===== config.mk =====
export PLATFORM = sky130hd
export DESIGN_NAME = vnf_fade
export DESIGN_NICKNAME = d
export VERILOG_FILES = /design/src/value_noise_fbm_pixel_top_defines.svh /design/src/vnf_fade.sv
export SDC_FILE = /design/constraint.sdc
export NUM_CORES = 2
export LEC_CHECK = 0
export BUFFER_PORTS_ARGS = -buffer_cell sky130_fd_sc_hd__buf_4
export CAP_MARGIN = 20
export CORE_AREA = 2 2 409 411
export DETAILED_ROUTE_END_ITERATION = 8
export DIE_AREA = 0 0 411 413
export GPL_ROUTABILITY_DRIVEN = 0
export PLACE_DENSITY_LB_ADDON = 0.2
export SYNTH_ARGS = -nofsm -noshare
export SYNTH_HDL_FRONTEND = slang
export SYNTH_SLANG_ARGS = --single-unit

===== constraint.sdc =====
create_clock -name clk_i -period 8.61 [get_ports clk_i]
set_clock_uncertainty 0.05 [all_clocks]
set_input_delay 1.722 -clock clk_i [delete_from_list [all_inputs] [get_ports clk_i]]
set_output_delay 1.722 -clock clk_i [all_outputs]
set_load 0.05 [all_outputs]

===== src/value_noise_fbm_pixel_top_defines.svh =====
// Shared assertion macros.
`ifndef VALUE_NOISE_FBM_PIXEL_TOP_DEFINES_SVH
`define VALUE_NOISE_FBM_PIXEL_TOP_DEFINES_SVH

// Plain property, sampled on clk_i, off while in reset.
`define VNF_ASSERT(lbl, prop, msg) \
  lbl: assert property (@(posedge clk_i) disable iff (!rst_ni) (prop)) else $error(msg);

// Implication into the next cycle.
`define VNF_ASSERT_NEXT(lbl, ante, cons, msg) \
  lbl: assert property (@(posedge clk_i) disable iff (!rst_ni) (ante) |=> (cons)) \
    else $error(msg);

`endif


===== src/vnf_fade.sv =====
`timescale 1ns / 1ps
// Quintic fade 6t^5-15t^4+10t^3 of a 12-bit fraction, Q0.16 out, 4 stages.
module vnf_fade (
  input  logic        clk_i,
  input  logic [11:0] frac_i,
  output logic [15:0] fade_o
);

  logic [11:0] f_q;
  logic [23:0] f2_q;
  logic [35:0] f3_q;
  logic [27:0] poly_q;
  logic [49:0] pl_q;
  logic [49:0] ph_q;
  logic [15:0] fade_q;

  logic [29:0] poly_w;
  logic [50:0] acc_w;

  assign poly_w = 30'(f2_q) * 30'd6 + 30'd167772160 - 30'(f_q) * 30'd61440;
  assign acc_w  = {1'b0, ph_q} + 51'(pl_q >> 14);

  always_ff @(posedge clk_i) begin
    f_q    <= frac_i;
    f2_q   <= frac_i * frac_i;
    f3_q   <= f2_q * f_q;
    poly_q <= poly_w[27:0];
    pl_q   <= f3_q * poly_q[13:0];
    ph_q   <= f3_q * poly_q[27:14];
    fade_q <= acc_w[45:30];
  end

  assign fade_o = fade_q;

endmodule


==> key figures <==
Cells and area
  • Final-layout fill cell count: 17.5k
  • Finished Layout Cells: 7536
  • Final net count: 6889
  • Final instance area: 52700 sq um
  • Storage cell area: 3880 sq um
  • Commonest non-fill, non-tap cell in the layout: fa_1
  • Share of post-route cells with drive strength above 1: 0.0356
  • Multi-input gate area: 40500 sq um
  • Layout area overhead: 6.85%
  • Leading cell types in the layout, fill and taps excluded: 1082 x fa_1, 1078 x inv_1, 855 x nand2_1

Synth
  • Ys flop type: dfxtp_1
  • Synth area leader: fa_1
  • Area contributors post-synth: fa_1 44%, ha_1 12%, inv_1 8.2%
  • Cell Area, Synth: 49300 sq um
  • Synth cell types: 71
  • Post-synthesis sequential area ratio: 0.0783
  • EDFF count, synth: 0
  • Warnings from Yosys: 0
  • Synthesized area per cell: 9.09 sq um
  • Post-Syn Instances: 5428
  • Synthesis-stage register bit count: 193
  • Area share of the largest cell type after synthesis: 0.439
  • Syn_nets: 6999
  • Async SR Flop Fraction: 0

Worst setup path
  • R2R Setup Slk: 1.0 ns
  • Max FO, Critical Path: 15
  • Reg2reg end: pl_q[49]$_DFF_P_
  • CP endpoint kind: flip-flop
  • Critical Path RT: 9.04 ns
  • Critical path arrival: 8.04 ns
  • Setup crit start kind: flip-flop
  • WS Path Type: flip-flop to flip-flop
  • Worst reg2reg path startpoint: poly_q[3]$_DFF_P_
  • Worst setup path start: poly_q[3]$_DFF_P_
  • Setup crit end: pl_q[49]$_DFF_P_
  • Number of cells on the worst reg-to-reg path: 22

STA
  • Peak Freq: 131 MHz
  • Worst-margin pin slew: 1.07 ns
  • Final hold violations: 0
  • Unrepaired setup endpoints after global routing: no
  • Setup violators final: 0
  • Worst slew margin: 0.285
  • Fin crit period: 7.61 ns
  • Crit share post-route: 0.884
  • Final setup TNS: 0 ns
  • Pins Over Slew Limit: 0

Hold path
  • Hold WC Path Type: flip-flop to flip-flop

Global route
  • Global Route Usage Sum: 0.163
  • Largest net degree at the start of global routing: 37
  • Total gr overflow: 0
  • Vias in the first global route: 38.5k
  • First-pass GRT wire length: 216 mm
  • Initial antenna violation count: 10

Clocking
  • Cts repair resizes: 0
  • Clock slew at reported path FFs: 0.10 ns
  • Clk root buf: clkbuf_16
  • Maximum clock path buffer count: 2
  • TritonCTS clock tree: yes
  • Worst-Skew Late Latency: 0.54 ns
  • CTS buffer count: 17
  • Sink Count: 193
  • Post-CTS Setup Inserts: 0
  • Post-CTS Hold Buffers: 0
  • H-tree depth: 4

Floorplanning
  • Die height: 413 um
  • Die Wd: 411 um
  • Initial Util: 0.297
  • Die Footprint: 170000 sq um
  • Core footprint: 166000 sq um
  • IO Count: 29
  • FP Rows: 150

Place
  • DP HPWL: 107 mm
  • # port buffers: 28
  • Placement Cell Area: 52100 sq um
  • Placed cells: 7501

Route
  • Drt pass-1 iters: 5
  • Routed WL per cell: 17.6 um
  • Via density: 4.62
  • Residual DRC: 0
  • 1st-iter DRT viols: 1722
  • DRT Wirelength: 132 mm
  • Vias: 34.8k
  • Post-DRT Antenna Nets: 0

Status
  • Status: completed

Job
  • Max-cap viol count: 0
## flip-flops by register name (all words and copies together), names as in the netlist
| name | cells |
|---|---|
| fade_o | 16 |
| f3_q | 35 |
| f2_q | 23 |
| f_q | 11 |
| pl_q | 36 |
| ph_q | 46 |
| poly_q | 26 |
## worst min path at each step
| stage | from | end | slack (ns) | depth (start not counted) |
|---|---|---|---|---|
| 2_1_floorplan | ph_q[45]$_DFF_P_ | fade_o[15]$_DFF_P_ | 0.36 | 1 |
| 3_3_place_gp | ph_q[44]$_DFF_P_ | fade_o[14]$_DFF_P_ | 0.45 | 1 |
| 3_5_place_dp | ph_q[44]$_DFF_P_ | fade_o[14]$_DFF_P_ | 0.45 | 1 |
| 4_1_cts | ph_q[44]$_DFF_P_ | fade_o[14]$_DFF_P_ | 0.47 | 1 |
| 5_1_grt | ph_q[44]$_DFF_P_ | fade_o[14]$_DFF_P_ | 0.49 | 1 |
| 6_report | ph_q[45]$_DFF_P_ | fade_o[15]$_DFF_P_ | 0.47 | 1 |
## metal layers
| layer | vias to the layer above | track usage | wire, um |
|---|---|---|---|
| li1 | 16153 | - | - |
| met3 | 75 | 0.0234 | 5630 |
| met1 | 18034 | 0.227 | 63200 |
| met5 | - | 0 | 0 |
| met2 | 554 | 0.271 | 62000 |
| met4 | 0 | 0.0263 | 1540 |
## per-stage QoR
step                utilization  hold WS, ns  setup slack, ns
floorplan                     -        0.363             1.90
global placement          0.314        0.450             1.04
detailed placement        0.314        0.452            0.890
CTS                       0.318        0.470            0.861
global route              0.318        0.494            0.339
finish                    0.318        0.472            0.996
## worst max-delay path: stages (launching register included)
cell and delay (ns):
dfxtp_1 0.86, buf_4 0.28, nand2_1 0.08, fa_1 0.52
inv_1 0.05, fa_1 0.42, fa_1 0.55, inv_1 0.06
fa_1 0.53, inv_1 0.05, fa_1 0.45, ha_1 0.29
ha_1 0.30, a2111oi_0 0.42, o21ai_1 0.21, a221oi_2 0.53
o21ai_1 0.30, nor2_1 0.41, o21ai_1 0.22, a21oi_1 0.33
o21ai_1 0.15, o41ai_1 0.36, xnor2_1 0.16
## Yosys cell counts (15+ instances only)
library cell,count
xnor2_1,142
and3_1,25
ha_1,476
nor2_1,110
nand4_1,23
clkbuf_1,238
o21bai_1,31
inv_1,1078
and2_1,474
nor2b_1,29
o21ai_0,76
o21a_1,29
nand3_1,56
a211oi_1,15
dfxtp_1,193
nand2b_1,23
a21o_1,81
xor2_1,49
nand2_1,855
a21oi_1,155
fa_1,1082
nor3_1,28
## cell families (layout without fill, tap and decap cells)
group | count (synthesis) | count (layout) | synth area share
other | 0 | 1 | 0
and+or+nand+nor | 1662 | 1662 | 0.160
xor gates and xnor gates | 191 | 191 | 0.0339
muxes | 5 | 5 | 0.00104
AOI/OAI and AO/OA | 498 | 498 | 0.0663
adders and majority gates | 1558 | 1558 | 0.560
DFF | 193 | 193 | 0.0783
buffers and inverters | 1321 | 1224 | 0.101
## final cells by class
type	instances	area share
multi-input combinational	3914	0.769
inverter	1078	0.0767
sequential	193	0.0736
tap	2204	0.0523
timing repair buffer	114	0.0171
clock buffer	18	0.00833
clock inverter	14	0.00342
antenna	1	0.0000475
Power is not shown: default switching activity piles up to over one toggle a cycle in this logic, so the estimate is an artifact.
